==> config.mk <==
export PLATFORM = sky130hd
export DESIGN_NAME = modbus_rtu_sensor_poll_fsm
export DESIGN_NICKNAME = d
export VERILOG_FILES = /design/src/mbpoll_pkg.sv /design/src/mbpoll_core.sv /design/src/mbpoll_out.sv /design/src/modbus_rtu_sensor_poll_fsm.sv
export VERILOG_INCLUDE_DIRS = /design/src /design/src/src
export SDC_FILE = /design/constraint.sdc
export NUM_CORES = 1
export LEC_CHECK = 0
export BUFFER_PORTS_ARGS = -buffer_cell sky130_fd_sc_hd__buf_4
export CELL_PAD_IN_SITES_DETAIL_PLACEMENT = 1
export CELL_PAD_IN_SITES_GLOBAL_PLACEMENT = 1
export CORE_ASPECT_RATIO = 2
export CORE_MARGIN = 10
export CORE_UTILIZATION = 51
export CTS_CLUSTER_SIZE = 25
export DETAILED_ROUTE_END_ITERATION = 10
export PLACE_DENSITY = 0.95
export SLEW_MARGIN = 20
export SYNTH_ARGS = -nofsm -noshare
export SYNTH_HDL_FRONTEND = slang
export SYNTH_SLANG_ARGS = --single-unit
==> constraint.sdc <==
create_clock -name i_clk -period 4.2 [get_ports i_clk]
set_clock_uncertainty 0.2 [all_clocks]
set_input_delay 0.21 -clock i_clk [delete_from_list [all_inputs] [get_ports i_clk]]
set_output_delay 0.21 -clock i_clk [all_outputs]
set_load 0.03 [all_outputs]
==> src/modbus_rtu_sensor_poll_fsm_defines.svh <==
// ----------------------------------------------------------------------------
// modbus rtu sensor poll assertion macros
// shared concurrent assertion forms for the poll block
// ----------------------------------------------------------------------------
`ifndef MODBUS_RTU_SENSOR_POLL_FSM_DEFINES_SVH
`define MODBUS_RTU_SENSOR_POLL_FSM_DEFINES_SVH

// same-cycle implication
`define MBP_ASSERT_IMPL(label, clk, rst_n, ante, cons, msg) \
    label: assert property (@(posedge clk) disable iff (!(rst_n)) (ante) |-> (cons)) \
        else $error(msg);

// next-cycle implication
`define MBP_ASSERT_NEXT(label, clk, rst_n, ante, cons, msg) \
    label: assert property (@(posedge clk) disable iff (!(rst_n)) (ante) |=> (cons)) \
        else $error(msg);

`endif

==> src/mbpoll_pkg.sv <==
// ----------------------------------------------------------------------------
// mbpoll_pkg
// types, codes and constants for the modbus rtu sensor poll block
// ----------------------------------------------------------------------------
`timescale 1ns / 1ps

package mbpoll_pkg;

    localparam int RESPONSE_BYTES = 11;
    localparam int FRAME_BYTES    = 8;
    localparam int RX_CNT_W       = $clog2(RESPONSE_BYTES + 1);
    localparam int BEAT_W         = $clog2(FRAME_BYTES);

    localparam logic [15:0] TIMEOUT_RESET = 16'd500;
    localparam logic [7:0]  SLAVE_ID      = 8'h01;
    localparam logic [7:0]  FUNC_READ     = 8'h03;
    localparam logic [7:0]  BYTE_COUNT    = 8'h06;

    typedef enum logic [2:0] {
        ST_INIT       = 3'd0,
        ST_IDLE       = 3'd1,
        ST_REQUESTING = 3'd2,
        ST_WAITING    = 3'd3,
        ST_PARSING    = 3'd4,
        ST_DONE       = 3'd5,
        ST_ERROR      = 3'd6
    } t_fsm_state;

    typedef enum logic [2:0] {
        CMD_START   = 3'd0,
        CMD_REQUEST = 3'd1,
        CMD_UPDATE  = 3'd2,
        CMD_RX_BYTE = 3'd3,
        CMD_READ    = 3'd4,
        CMD_TICK    = 3'd5
    } t_command;

    typedef struct packed {
        logic [2:0]  fsm_code;
        logic        request_accepted;
        logic        data_valid;
        logic [15:0] humidity;
        logic [15:0] temperature;
        logic [15:0] conductivity;
        logic        frame;
    } t_result;

    // fixed fc03 request: slave 1, address 0, 3 registers, crc
    function automatic logic [7:0] frame_byte(input logic [BEAT_W-1:0] idx);
        logic [7:0] b;
        case (idx)
            3'd0:    b = 8'h01;
            3'd1:    b = 8'h03;
            3'd2:    b = 8'h00;
            3'd3:    b = 8'h00;
            3'd4:    b = 8'h00;
            3'd5:    b = 8'h03;
            3'd6:    b = 8'h05;
            3'd7:    b = 8'hCB;
            default: b = 8'h00;
        endcase
        return b;
    endfunction

endpackage

==> src/mbpoll_core.sv <==
// ----------------------------------------------------------------------------
// mbpoll_core
// poll state machine, receive buffer, timeout counter and latched words
// ----------------------------------------------------------------------------
`timescale 1ns / 1ps

module mbpoll_core
    import mbpoll_pkg::*;
(
    input  logic        i_clk,
    input  logic        i_rst_n,
    input  logic        i_cfg_we,
    input  logic [15:0] i_cfg_data,
    input  logic        i_take,
    input  logic [2:0]  i_command,
    input  logic [7:0]  i_rx_data,
    input  logic        i_tx_fail,
    output t_result     o_res
);

    t_fsm_state          r_state, n_state;
    logic [15:0]         r_timeout_ms;
    logic [15:0]         r_timeout_left, n_timeout_left;
    logic [RX_CNT_W-1:0] r_rx_count, n_rx_count;
    logic [7:0]          r_rx_buf [RESPONSE_BYTES];
    logic                r_valid, n_valid;
    logic [15:0]         r_hum, n_hum;
    logic [15:0]         r_temp, n_temp;
    logic [15:0]         r_cond, n_cond;

    t_command cmd;
    logic     rx_full;
    logic     hdr_ok;
    logic     rx_wr;

    assign cmd     = t_command'(i_command);
    assign rx_full = (r_rx_count >= RX_CNT_W'(RESPONSE_BYTES));
    assign hdr_ok  = rx_full && (r_rx_buf[0] == SLAVE_ID) && (r_rx_buf[1] == FUNC_READ)
                     && (r_rx_buf[2] == BYTE_COUNT);
    assign rx_wr   = i_take && (cmd == CMD_RX_BYTE) && (r_state == ST_WAITING) && !rx_full;

    // next state
    always_comb begin
        n_state = r_state;
        case (cmd)
            CMD_START: begin
                n_state = ST_INIT;
            end
            CMD_REQUEST: begin
                if (r_state inside {ST_IDLE, ST_DONE}) begin
                    n_state = ST_REQUESTING;
                end
            end
            CMD_UPDATE: begin
                case (r_state)
                    ST_INIT:       n_state = ST_IDLE;
                    ST_REQUESTING: n_state = i_tx_fail ? ST_ERROR : ST_WAITING;
                    ST_WAITING: begin
                        if (rx_full) begin
                            n_state = ST_PARSING;
                        end else if (r_timeout_left == 16'd0) begin
                            n_state = ST_ERROR;
                        end
                    end
                    ST_PARSING:    n_state = hdr_ok ? ST_DONE : ST_ERROR;
                    ST_ERROR:      n_state = ST_INIT;
                    default:       n_state = r_state;
                endcase
            end
            CMD_READ: begin
                if (r_state == ST_DONE) begin
                    n_state = ST_IDLE;
                end
            end
            default: n_state = r_state;
        endcase
    end

    // datapath next values
    always_comb begin
        n_rx_count     = r_rx_count;
        n_timeout_left = r_timeout_left;
        n_valid        = r_valid;
        n_hum          = r_hum;
        n_temp         = r_temp;
        n_cond         = r_cond;
        case (cmd)
            CMD_START: begin
                n_rx_count = '0;
            end
            CMD_UPDATE: begin
                case (r_state)
                    ST_INIT: begin
                        n_valid    = 1'b0;
                        n_rx_count = '0;
                    end
                    ST_REQUESTING: begin
                        if (!i_tx_fail) begin
                            n_timeout_left = r_timeout_ms;
                            n_rx_count     = '0;
                        end
                    end
                    ST_PARSING: begin
                        if (hdr_ok) begin
                            n_valid = 1'b1;
                            n_hum   = {r_rx_buf[3], r_rx_buf[4]};
                            n_temp  = {r_rx_buf[5], r_rx_buf[6]};
                            n_cond  = {r_rx_buf[7], r_rx_buf[8]};
                        end
                    end
                    default: begin
                    end
                endcase
            end
            CMD_RX_BYTE: begin
                if (rx_wr) begin
                    n_rx_count = RX_CNT_W'(r_rx_count + 1'b1);
                end
            end
            CMD_TICK: begin
                if (r_state == ST_WAITING && r_timeout_left != 16'd0) begin
                    n_timeout_left = r_timeout_left - 16'd1;
                end
            end
            default: begin
            end
        endcase
    end

    // result of this transaction
    always_comb begin
        o_res.fsm_code         = (cmd == CMD_READ) ? r_state : n_state;
        o_res.request_accepted = (cmd == CMD_REQUEST) && (r_state inside {ST_IDLE, ST_DONE});
        o_res.data_valid       = n_valid;
        o_res.humidity         = n_valid ? n_hum  : 16'd0;
        o_res.temperature      = n_valid ? n_temp : 16'd0;
        o_res.conductivity     = n_valid ? n_cond : 16'd0;
        o_res.frame            = (cmd == CMD_UPDATE) && (r_state == ST_REQUESTING)
                                 && !i_tx_fail;
    end

    always_ff @(posedge i_clk) begin
        if (!i_rst_n) begin
            r_state        <= ST_IDLE;
            r_timeout_ms   <= TIMEOUT_RESET;
            r_timeout_left <= '0;
            r_rx_count     <= '0;
            r_valid        <= 1'b0;
            r_hum          <= '0;
            r_temp         <= '0;
            r_cond         <= '0;
        end else begin
            if (i_cfg_we) begin
                r_timeout_ms <= i_cfg_data;
            end
            if (i_take) begin
                r_state        <= n_state;
                r_timeout_left <= n_timeout_left;
                r_rx_count     <= n_rx_count;
                r_valid        <= n_valid;
                r_hum          <= n_hum;
                r_temp         <= n_temp;
                r_cond         <= n_cond;
            end
        end
    end

    always_ff @(posedge i_clk) begin
        for (int i = 0; i < RESPONSE_BYTES; i++) begin
            if (rx_wr && r_rx_count == RX_CNT_W'(i)) begin
                r_rx_buf[i] <= i_rx_data;
            end
        end
    end

endmodule

==> src/mbpoll_out.sv <==
// ----------------------------------------------------------------------------
// mbpoll_out
// result register with request frame sequencer
// ----------------------------------------------------------------------------
`timescale 1ns / 1ps

module mbpoll_out
    import mbpoll_pkg::*;
(
    input  logic        i_clk,
    input  logic        i_rst_n,
    input  logic        i_load,
    input  t_result     i_res,
    input  logic        i_stall,
    output logic        o_valid,
    output logic        o_last,
    output logic [2:0]  o_fsm_code,
    output logic        o_request_accepted,
    output logic        o_data_valid,
    output logic [15:0] o_humidity_tenths,
    output logic [15:0] o_temperature_tenths,
    output logic [15:0] o_conductivity_raw,
    output logic        o_tx_valid,
    output logic [7:0]  o_tx_byte
);

    logic              r_valid;
    logic              r_last;
    logic              r_frame;
    logic [BEAT_W-1:0] r_beat;
    t_result           r_res;

    logic take;

    assign take = r_valid && !i_stall;

    always_ff @(posedge i_clk) begin
        if (!i_rst_n) begin
            r_valid <= 1'b0;
            r_last  <= 1'b0;
            r_frame <= 1'b0;
            r_beat  <= '0;
        end else if (i_load) begin
            r_valid <= 1'b1;
            r_frame <= i_res.frame;
            r_last  <= !i_res.frame;
            r_beat  <= '0;
        end else if (take) begin
            if (r_frame && !r_last) begin
                r_beat <= BEAT_W'(r_beat + 1'b1);
                r_last <= (r_beat == BEAT_W'(FRAME_BYTES - 2));
            end else begin
                r_valid <= 1'b0;
            end
        end
    end

    always_ff @(posedge i_clk) begin
        if (i_load) begin
            r_res <= i_res;
        end
    end

    assign o_valid              = r_valid;
    assign o_last               = r_last;
    assign o_fsm_code           = r_res.fsm_code;
    assign o_request_accepted   = r_res.request_accepted;
    assign o_data_valid         = r_res.data_valid;
    assign o_humidity_tenths    = r_res.humidity;
    assign o_temperature_tenths = r_res.temperature;
    assign o_conductivity_raw   = r_res.conductivity;
    assign o_tx_valid           = r_frame;
    assign o_tx_byte            = r_frame ? frame_byte(r_beat) : 8'h00;

endmodule

==> src/modbus_rtu_sensor_poll_fsm.sv <==
// ----------------------------------------------------------------------------
// modbus_rtu_sensor_poll_fsm
// modbus rtu fc03 master polling one sensor for three holding registers
// ----------------------------------------------------------------------------
// input channel i_valid / o_stall carries one command transaction: start,
// request, update step, received byte, read state or millisecond tick.
// output channel o_valid / i_stall carries status results: state code,
// request flag, latched humidity, temperature and conductivity words, and
// a request frame byte on tx_valid, with o_last on the final result.
// a command is applied to the state at the edge it is accepted and its
// result shows on the output the next cycle.
// one command is accepted per cycle when not stalled; an update step that
// sends the frame yields 8 results, one per cycle when not stalled, and
// holds off input for the first 7 of them, the next command is taken with
// the eighth byte (set by the frame sequencer in the result register).
// when the receiver stalls, the result register holds and o_stall rises
// once it is full, so no transaction is lost.
// timeout_ms is written through i_cfg_we / i_cfg_data, reset value 500.
// synchronous reset puts the machine in idle with no valid data and an
// empty output register.
// ----------------------------------------------------------------------------
`timescale 1ns / 1ps
`include "modbus_rtu_sensor_poll_fsm_defines.svh"

module modbus_rtu_sensor_poll_fsm
    import mbpoll_pkg::*;
(
    input  logic        i_clk,
    input  logic        i_rst_n,
    input  logic        i_cfg_we,
    input  logic [15:0] i_cfg_data,
    input  logic        i_valid,
    output logic        o_stall,
    input  logic [2:0]  i_command,
    input  logic [7:0]  i_rx_data,
    input  logic        i_tx_fail,
    output logic        o_valid,
    input  logic        i_stall,
    output logic [2:0]  o_fsm_code,
    output logic        o_request_accepted,
    output logic        o_data_valid,
    output logic [15:0] o_humidity_tenths,
    output logic [15:0] o_temperature_tenths,
    output logic [15:0] o_conductivity_raw,
    output logic        o_tx_valid,
    output logic [7:0]  o_tx_byte,
    output logic        o_last
);

    t_result res;
    logic    take;

    assign o_stall = o_valid && !(!i_stall && o_last);
    assign take    = i_valid && !o_stall;

    mbpoll_core u_core (
        .i_clk      (i_clk),
        .i_rst_n    (i_rst_n),
        .i_cfg_we   (i_cfg_we),
        .i_cfg_data (i_cfg_data),
        .i_take     (take),
        .i_command  (i_command),
        .i_rx_data  (i_rx_data),
        .i_tx_fail  (i_tx_fail),
        .o_res      (res)
    );

    mbpoll_out u_out (
        .i_clk                (i_clk),
        .i_rst_n              (i_rst_n),
        .i_load               (take),
        .i_res                (res),
        .i_stall              (i_stall),
        .o_valid              (o_valid),
        .o_last               (o_last),
        .o_fsm_code           (o_fsm_code),
        .o_request_accepted   (o_request_accepted),
        .o_data_valid         (o_data_valid),
        .o_humidity_tenths    (o_humidity_tenths),
        .o_temperature_tenths (o_temperature_tenths),
        .o_conductivity_raw   (o_conductivity_raw),
        .o_tx_valid           (o_tx_valid),
        .o_tx_byte            (o_tx_byte)
    );

    `MBP_ASSERT_IMPL(a_burst_holds_input, i_clk, i_rst_n, o_valid && o_tx_valid && !o_last, o_stall, "input taken during frame burst")
    `MBP_ASSERT_IMPL(a_frame_in_waiting, i_clk, i_rst_n, o_valid && o_tx_valid, o_fsm_code == ST_WAITING && !o_request_accepted, "frame byte outside waiting")
    `MBP_ASSERT_IMPL(a_words_masked, i_clk, i_rst_n, o_valid && !o_data_valid, o_humidity_tenths == 16'd0 && o_temperature_tenths == 16'd0 && o_conductivity_raw == 16'd0, "words shown without valid data")
    `MBP_ASSERT_NEXT(a_burst_continues, i_clk, i_rst_n, o_valid && !i_stall && o_tx_valid && !o_last, o_valid && o_tx_valid, "frame burst cut short")

endmodule

==> results of run 1 <==
[kinds of logic (layout without fill, tap and decap cells)]
kind of cell,count (synthesis),count (layout),share of synthesized area (%)
fa+ha+maj,7,7,0.984
flops,223,223,64.2
xor+xnor,1,1,0.0984
compound gates,149,149,12.1
buf+inv,62,201,3.44
other cells,1,2,0.0421
simple gates,201,201,11.8
mux,65,65,7.31
[area by class of cell]
class,instances,area [sq um],area share [%]
clock buffer,26,554,5.10
clock inverter,10,129,1.19
inverter,16,60.1,0.553
multi-input combinational,425,2910,26.8
sequential,223,5720,52.6
tap,210,263,2.42
timing repair buffer,149,1240,11.4
[power by group]
group | total, mW | leakage (nW) | switching, mW | internal [mW]
registers | 2.38 | 1.95 | 0.0284 | 2.35
clock network | 1.92 | 0.322 | 0.797 | 1.12
logic | 0.356 | 1.68 | 0.224 | 0.132
[critical path, stage by stage, from the launching register on]
cell           delay [ps]
edfxtp_1              440
nor4b_1               550
nand4_1               430
o21ai_1               420
a21oi_1               160
o311ai_1              460
dlygate4sd3_1         630
[Yosys cell counts (6+ instances only)]
library cell    n  area [sq um]
edfxtp_1      125          3750
dfxtp_1        98          1960
nor2_1         84           315
mux2i_1        65           651
a22o_1         48           420
clkbuf_1       32           120
nand2_1        31           116
a21oi_1        26           130
o21ai_0        15          75.1
inv_1          14          52.6
and2_1         11          68.8
o21ai_1        10          50.1
nand3_1         9          45.0
nor3_1          9          45.0
nor4_1          8          50.1
a21o_1          7          52.6
buf_4           7          52.6
ha_1            7          87.6
o31ai_1         7          52.6
nand2b_1        6          37.5
o211ai_1        6          45.0
[registers in the layout, summed over array words and instances (netlist names), 16 cells and up, named ones only]
| signal | flops |
|---|---|
| u_core.r_cond | 16 |
| u_out.o_humidity_tenths | 16 |
| u_core.r_timeout_left | 16 |
| u_core.r_temp | 16 |
| u_out.o_temperature_tenths | 16 |
| u_core.r_hum | 16 |
| u_core.r_rx_buf | 72 |
| u_core.r_timeout_ms | 16 |
| u_out.o_conductivity_raw | 16 |
[per-layer routing]
layer  track usage [%]  vias to the layer above  wire length, microns
li1                  -                     2881                     -
met1              20.2                     3261                  8880
met2              43.2                      204                 14900
met3              2.98                       72                   960
met4              12.0                        0                  1290
met5                 0                        -                     0
[how the worst max path moves through the flow]
stage                                      from                   end  depth (start not counted)
after floorplan                    u_out.o_last  u_core.r_rx_count[3]                          6
after global placement        u_core.r_state[0]     u_core.r_cond[13]                          6
after detailed placement      u_core.r_state[0]      u_core.r_cond[1]                          6
after CTS                     u_core.r_state[0]     u_core.r_cond[10]                          6
after global routing          u_core.r_state[0]     u_core.r_cond[10]                          6
final                     u_core.r_rx_buf[1][2]     u_core.r_state[0]                          6
[per-stage QoR]
step	hold slack, ps	area (sq um)	setup slack, ps	power, mW	utilization (%)
after floorplan	109	8910	1500	2.59	-
after global placement	226	9710	1340	2.72	56.5
after detailed placement	235	9710	1040	2.73	56.5
after CTS	1.34	10900	915	4.65	63.2
after global routing	28.3	10900	782	4.77	63.2
final	9.01	10900	845	4.65	63.2
[repair_timing]
action,CTS,global route
hold buffers,47,0
hold endpoints to repair,102,0
endpoints found under the setup margin,0,0
==> results.json, run 1 <==
{
  "drt_wl_total_mm": 26.0,
  "fin_crit_sh_pct": 79.9,
  "report.final.setup_viol": 0,
  "seq_area_frac_synth_pct": 64.2,
  "grt_max_degree": 51,
  "start_util_pct": 51.8,
  "port_buffers": 95,
  "final_cells": 1059,
  "arrival_ps": 3590,
  "synthCells": 709,
  "clk_pin_slew_worst_paths_ps": 70,
  "crit_fanout": 4,
  "num_vias": 6418,
  "drc": 0,
  "min_to": "u_core.r_timeout_ms[9]",
  "worstSetupPathType": "flip-flop to flip-flop",
  "netlist_area_sq_mm": 0.00890,
  "die_x_microns": 113,
  "hold_class": "primary input to flip-flop",
  "reg2reg_from": "u_core.r_rx_buf[1][2]",
  "firstDrtPassIters": 4,
  "ys_async_sr_fraction_pct": 0,
  "slew_headroom_pct": 42.0,
  "core_region_area_sq_mm": 0.0172,
  "post-cts-setup-buffers": 0,
  "layout_common_cells": "edfxtp_1, buf_4, dfxtp_1, nor2_1, mux2i_1",
  "rsz0062_at_grt": "false",
  "post_drt_wl_per_cell_microns": 24.5,
  "grt_pass1_wl_mm": 40.2,
  "min_path_cells": 3,
  "diodes": 0,
  "cts-htree-levels": 1,
  "gr-total-overflow": 0,
  "cts-resized-gates": 0,
  "cts_made_buffers": 20,
  "ys_warn_count": 0,
  "r2r_slack_ps": 850,
  "ir_worst_vdd_v": 0.000326,
  "reg2reg_depth": 6,
  "status": "finished, final reports clean",
  "totalNegativeSetupSlack_ps": 0,
  "clock_latency_ps": 500,
  "drive_gt1_share_pct": 17.3,
  "nNetsFinal": 875,
  "synthDistinctLibCells": 65,
  "ant_nets": 0,
  "dpl.cell_count": 976,
  "clockBufferDepth": 3,
  "gp_congestion": 0.853,
  "pin_count": 98,
  "place_hpwl_mm": 16.8,
  "cts.sinks": 223,
  "vias_per_cell": 6.06,
  "fill_cells": 1694,
  "synth_enable_flop_cells": 125,
  "hold_viol_final": 0,
  "r2r-end": "u_core.r_state[0]",
  "p_leak_nw": 3.95,
  "grt_pass1_vias": 7244,
  "die_height_microns": 207,
  "period_needed_ps": 3350,
  "ys.flop_type": "edfxtp_1",
  "powerDensity_mw_per_mm2": 428,
  "die-area_sq_mm": 0.0235,
  "syn_avg_cell_area_sq_um": 12.6,
  "track_usage_pct": 21.7,
  "ys_ff_latch": 223,
  "std_cell_rows": 68,
  "drv_cap": 0,
  "worstMarginPinSlew_ps": 870,
  "antenna_found_initial": 0,
  "syn2layout_area_growth_pct": 22.0,
  "cts-root-buf": "clkbuf_16",
  "final_common_cell": "edfxtp_1",
  "cts_tree": "built",
  "start_kind": "flip-flop",
  "fmax_ghz": 0.298,
  "drv_slew": 0,
  "endpoint_kind": "flip-flop",
  "drt_iter0_drc": 365,
  "min_from": "i_cfg_we",
  "required_ps": 4440
}
Power figures use the tool's default switching activity.
==> inputs of run 2 (changes only) <==
--- a/config.mk
+++ b/config.mk
@@ -6,15 +6,16 @@
 export SDC_FILE = /design/constraint.sdc
 export NUM_CORES = 1
 export LEC_CHECK = 0
+export ABC_AREA = 1
 export BUFFER_PORTS_ARGS = -buffer_cell sky130_fd_sc_hd__buf_4
 export CELL_PAD_IN_SITES_DETAIL_PLACEMENT = 1
 export CELL_PAD_IN_SITES_GLOBAL_PLACEMENT = 1
 export CORE_ASPECT_RATIO = 2
 export CORE_MARGIN = 10
-export CORE_UTILIZATION = 51
+export CORE_UTILIZATION = 41
 export CTS_CLUSTER_SIZE = 25
 export DETAILED_ROUTE_END_ITERATION = 10
-export PLACE_DENSITY = 0.95
+export PLACE_DENSITY = 0.87
 export SLEW_MARGIN = 20
 export SYNTH_ARGS = -nofsm -noshare
 export SYNTH_HDL_FRONTEND = slang
==> constraint.sdc (replaced) <==
create_clock -name i_clk -period 2.9 [get_ports i_clk]
set_clock_uncertainty 0.2 [all_clocks]
set_input_delay 0.145 -clock i_clk [delete_from_list [all_inputs] [get_ports i_clk]]
set_output_delay 0.145 -clock i_clk [all_outputs]
set_load 0.03 [all_outputs]
==> run 2 against run 1 <==
Effect of this change:
- sequential cell count unchanged
- critical path type unchanged
- largest cell class unchanged
- wire length is 6.1% higher
- hold slack gained 9.5 ps
- critical path depth increased by 2
- global-route usage is 3.8 points lower
- first-iteration DRC count up 35%
- cell count rose by 44%
- combinational power grew 40%
- sequential power grew 44%
- clock power increased by 42%
- count of clock-buffer cells in the layout grew 1
- die area rose by 30%
==> results.json, run 2 <==
{
  "status": "finished, final reports clean",
  "nNetsFinal": 1272,
  "crit_path_max_incr_delay_ps": 620,
  "reg2reg_from": "u_out.o_last",
  "grt_pass1_vias": 8525,
  "endpoint_kind": "flip-flop",
  "regMostFlops": "u_core.r_rx_buf",
  "totalNegativeSetupSlack_ps": 0,
  "post-cts-setup-buffers": 0,
  "fill_cells": 2697,
  "worstSetupPathType": "flip-flop to flip-flop",
  "stdcell_area_sq_mm": 0.0118,
  "syn2layout_area_growth_pct": 22.4,
  "finalPower_mw": 6.66,
  "synth_top_cells_by_area": "edfxtp_1, dfxtp_1, nand2_1",
  "yosysMostFrequentCell": "nand2_1",
  "crit_fanout": 8,
  "drv_slew": 0,
  "path_cells": "nand2_1, nand2_1, nand2_1, nor2_1, nand3_1, inv_1, nand2_1, nor2_1",
  "ys.flop_type": "edfxtp_1",
  "ys_warn_count": 0,
  "drive_gt1_share_pct": 13.7,
  "drv_cap": 0,
  "fin_crit_sh_pct": 91.4,
  "start_kind": "flip-flop",
  "worst-path-buf-inv": 1,
  "drt_iter0_drc": 491,
  "fmax_ghz": 0.377,
  "ys_ff_latch": 223,
  "cp_slowest_cell": "nor2_1",
  "min_from": "i_valid",
  "antenna_found_initial": 0,
  "grt_max_degree": 54,
  "netlist_top_cells_count": "nand2_1, nor2_1, edfxtp_1",
  "powerDensity_mw_per_mm2": 564,
  "hold_viol_final": 0,
  "met1_length_mm": 9.37,
  "std_cell_rows": 79,
  "report.final.setup_viol": 0,
  "required_ps": 2830,
  "arrival_ps": 2590,
  "post_drt_wl_per_cell_microns": 18.0,
  "synth_enable_flop_cells": 125,
  "gp_congestion": 0.800,
  "wl_met2_mm": 16.3,
  "place_hpwl_mm": 18.5,
  "start_util_pct": 41.5,
  "diodes": 0,
  "critical_path.most_common_cell": "nand2_1",
  "synth.top_cell.area_share_pct": 38.9,
  "core_region_area_sq_mm": 0.0232,
  "top_layer": "met4",
  "final_common_cell": "nand2_1",
  "cts_tree": "built",
  "grt_pass1_wl_mm": 44.0,
  "cts-htree-levels": 1,
  "track_usage_pct": 17.9,
  "netlist.top_cell.by_area": "edfxtp_1",
  "port_buffers": 95,
  "largest_reg_flops": 72,
  "place_area_sq_mm": 0.0106,
  "cts-resized-gates": 0,
  "die_height_microns": 237,
  "synthCells": 1088,
  "num_vias": 7741,
  "dr_wl_met3_microns": 952,
  "final_core_util_pct": 50.8,
  "ir_worst_vdd_v": 0.000541,
  "cts.sinks": 223,
  "slew_headroom_pct": 46.8,
  "netlist_area_sq_mm": 0.00965,
  "ys_async_sr_fraction_pct": 0,
  "clock_latency_ps": 510,
  "rsz0062_at_grt": "false",
  "clk_pin_slew_worst_paths_ps": 70,
  "drc": 0,
  "whs_ps": 18.5,
  "gr-total-overflow": 0,
  "p_leak_nw": 5.11,
  "r2r_slack_ps": 250,
  "vias_per_cell": 5.06,
  "drt_wl_total_mm": 27.6,
  "ant_nets": 0,
  "synthDistinctLibCells": 38,
  "crit_start": "u_out.o_last",
  "firstDrtPassIters": 4,
  "cpLargestDelayFamily": "simple AND/OR/NAND/NOR gates",
  "cts-root-buf": "clkbuf_16",
  "die_x_microns": 128,
  "pin_count": 98,
  "hold_class": "primary input to flip-flop",
  "cts_made_buffers": 21,
  "die-area_sq_mm": 0.0304,
  "worstMarginPinSlew_ps": 796,
  "clockBufferDepth": 3,
  "seq_area_frac_synth_pct": 59.2,
  "layout_common_cells": "nand2_1, nor2_1, edfxtp_1, inv_1, buf_4",
  "syn_avg_cell_area_sq_um": 8.87,
  "period_needed_ps": 2650
}
==> run 2: repair_timing <==
action | in CTS | in global routing
endpoints found under the hold margin | 112 | 0
hold buffers | 52 | 0
endpoints found under the setup margin | 0 | 0
==> run 2: area by class of cell <==
type / instances / area, sq um / area share, %
Tap cell: 283 / 354 / 3.00
Timing Repair Buffer: 158 / 1370 / 11.6
Clock buffer: 27 / 558 / 4.73
Sequential cell: 223 / 5720 / 48.4
Inverter: 121 / 458 / 3.88
Multi-Input combinational cell: 707 / 3260 / 27.6
Clock inverter: 10 / 101 / 0.858
==> run 2: worst reg2reg max path: cells and delay by family, from the launching register on <==
family | cells | cell delay, ps
buf+inv | 1 | 140
flops | 1 | 400
simple gates | 7 | 1520
==> run 2: logic make-up after synthesis <==
family          synth area share (%)
mux                            0.519
compound gates                  3.88
xor+xnor                       0.908
fa+ha+maj                      0.908
flops                           59.2
simple gates                    27.4
other cells                   0.0389
buf+inv                         7.16
==> run 2: report_power, final <==
| part | switching (mW) | leakage, nW | internal [mW] |
|---|---|---|---|
| Sequential | 0.0344 | 1.97 | 3.40 |
| Combinational | 0.316 | 2.82 | 0.181 |
| Clock | 1.20 | 0.317 | 1.54 |
==> run 2: stage by stage <==
step,instances,worst slack [ps]
floorplan,1089,207
global placement,1440,365
detailed placement,1440,310
CTS,1529,292
global route,1529,65.3
finish,1529,248
==> run 2: final timing paths <==
path,cells after the start,endpoint
setup reg to reg,8,u_core.r_rx_buf[3][6]
setup / recovery,8,u_core.r_rx_buf[3][6]
hold reg to reg,2,u_core.r_cond[6]
hold / removal,3,u_out.o_valid
==> run 2: routing by layer <==
metal / up-vias / GRT usage (%)
met4: 0 / 7.09
met5: - / 0
li1: 3723 / -
met3: 65 / 2.39
met1: 3817 / 16.9
met2: 136 / 36.2
==> inputs of run 3 (changes only) <==
==> constraint.sdc (replaced) <==
create_clock -name i_clk -period 2.9 [get_ports i_clk]
set_clock_uncertainty 0.2 [all_clocks]
set_input_delay 0.29 -clock i_clk [delete_from_list [all_inputs] [get_ports i_clk]]
set_output_delay 0.29 -clock i_clk [all_outputs]
set_load 0.03 [all_outputs]
==> run 3 against run 2 <==
Effect of this change:
- setup slack improved by 34 ps
- sequential share of layout area rose by 0.19 points
- cell count fell by 0.33%
- global-route usage fell by 0.69 points
- via count fell by 1.4%
- combinational power fell by 2%
- final area fell by 0.38%
- critical path depth rose by 3
- sequential cell count did not move
==> results.json, run 3 (synthesized netlist as in run 2, its figures left out) <==
{
  "drt_wl_total_mm": 26.3,
  "cts-resized-gates": 0,
  "final_common_cell": "nand2_1",
  "syn2layout_area_growth_pct": 21.9,
  "min_to": "u_out.o_fsm_code[2]",
  "rsz0062_at_grt": "false",
  "grt_pass1_wl_mm": 42.1,
  "nNetsFinal": 1267,
  "r2r_slack_ps": 360,
  "ir_worst_vdd_v": 0.000496,
  "post_drt_wl_per_cell_microns": 17.2,
  "antenna_found_initial": 0,
  "netSwitchingPower_mw": 1.56,
  "drc": 0,
  "cts_made_buffers": 20,
  "fmax_ghz": 0.382,
  "clock_power_share_pct": 41.0,
  "worstSetupPathType": "primary input to flip-flop",
  "clockBufferDepth": 3,
  "top_layer": "met4",
  "dr_wl_met3_microns": 986,
  "cts.sinks": 223,
  "vias_per_cell": 5.01,
  "finalPower_mw": 6.64,
  "hold_class": "primary input to flip-flop",
  "powerDensity_mw_per_mm2": 565,
  "wl_met2_mm": 15.4,
  "num_vias": 7630,
  "core_region_area_sq_mm": 0.0232,
  "drt_iter0_drc": 355,
  "fin_crit_sh_pct": 90.3,
  "start_kind": "primary input",
  "regArea_sq_mm": 0.00572,
  "status": "finished, final reports clean",
  "std_cell_rows": 79,
  "period_needed_ps": 2620,
  "track_usage_pct": 17.2,
  "min_path_cells": 3,
  "p_leak_nw": 5.09,
  "switching_share_pct": 23.5,
  "diodes": 0,
  "drive_gt1_share_pct": 14.2,
  "path_cells": "dlygate4sd3_1, buf_4, inv_1, nand2_1, nand2_1, nand2_1, nor2_1, nand3_1, inv_1, nand2_1, nor2_1",
  "die-area_sq_mm": 0.0304,
  "arrival_ps": 2560,
  "gr-total-overflow": 0,
  "cts-htree-levels": 1,
  "gp_congestion": 0.856,
  "reg2reg_from": "u_core.r_rx_count[0]",
  "critical_path.most_common_cell": "nand2_1",
  "grt_max_degree": 98,
  "pin_count": 98,
  "cts_tree": "built",
  "totalNegativeSetupSlack_ps": 0,
  "seqPwrFrac_pct": 51.6,
  "comb_power_share_pct": 7.3,
  "cp_slowest_cell": "dlygate4sd3_1",
  "multi_input_area_sq_mm": 0.00326,
  "hold_viol_final": 0,
  "worstMarginPinSlew_ps": 742,
  "cts-root-buf": "clkbuf_16",
  "firstDrtPassIters": 4,
  "fill_cells": 2672,
  "reg2reg_depth": 12,
  "start_util_pct": 41.5,
  "report.final.setup_viol": 0,
  "crit_path_max_incr_delay_ps": 540,
  "largest_reg_flops": 72,
  "layout_common_cells": "nand2_1, nor2_1, edfxtp_1, inv_1, buf_4",
  "required_ps": 2840,
  "drv_cap": 0,
  "clock_latency_ps": 520,
  "port_buffers": 95,
  "crit_fanout": 8,
  "die_height_microns": 237,
  "slew_headroom_pct": 50.6,
  "place_hpwl_mm": 17.9,
  "r2r-end": "u_out.o_humidity_tenths[5]",
  "grt_pass1_vias": 8434,
  "crit_start": "i_stall",
  "drv_slew": 0,
  "p_int_mw": 5.08,
  "ant_nets": 0,
  "clk_pin_slew_worst_paths_ps": 70,
  "regMostFlops": "u_core.r_rx_buf",
  "endpoint_kind": "flip-flop",
  "die_x_microns": 128,
  "min_from": "i_command[2]",
  "met1_length_mm": 8.73
}
## run 3: metrics by stage
step           instances  cell area (sq um)  utilization [%]  worst slack, ps  hold slack, ps
3_3_place_gp        1441              10600             45.7              421             235
4_1_cts             1524              11800             50.6              287            5.17
2_1_floorplan       1089               9660                -              207             189
6_report            1524              11800             50.6              282            17.1
3_5_place_dp        1441              10600             45.7              334             241
5_1_grt             1524              11800             50.6             36.0            58.9
## run 3: worst max path at each step
stage	to	slack, ps	cells after the start
global route	u_core.r_rx_buf[0][2]	40	11
floorplan	u_core.r_timeout_left[10]	210	8
finish	u_core.r_rx_buf[0][2]	280	11
detailed placement	u_core.r_rx_buf[3][2]	330	10
global placement	u_core.r_rx_buf[3][6]	420	10
CTS	u_core.r_rx_buf[4][4]	290	11
## run 3: layout make-up
type | instances | area share [%]
inverter | 121 | 3.89
clock inverter | 11 | 0.830
timing repair buffer | 154 | 11.1
multi-input combinational | 707 | 27.7
tap | 283 | 3.01
clock buffer | 25 | 4.86
sequential | 223 | 48.6
## run 3: routing by layer
layer | vias to the layer above | global-route usage, %
li1 | 3719 | -
met1 | 3704 | 15.3
met2 | 136 | 34.6
met3 | 71 | 3.09
met4 | 0 | 8.53
met5 | - | 0
## run 3: worst max-delay path: cells and delay by family
kind                   cells  cell delay [ps]
buffers and inverters      4              880
AND/OR/NAND/NOR            7             1400
## run 3: power groups by stage
stage / sequential [mW] / combinational [mW] / clock (mW)
floorplan: 3.58 / 0.152 / 0
global placement: 3.50 / 0.427 / 0
detailed placement: 3.50 / 0.434 / 0
CTS: 3.43 / 0.491 / 2.79
global route: 3.43 / 0.529 / 2.90
finish: 3.43 / 0.488 / 2.73
## run 3: timing repair
item,CTS,global route
setup buffers,0,0
endpoints found under the setup margin,0,0
endpoints found under the hold margin,102,0
hold buffers,47,0
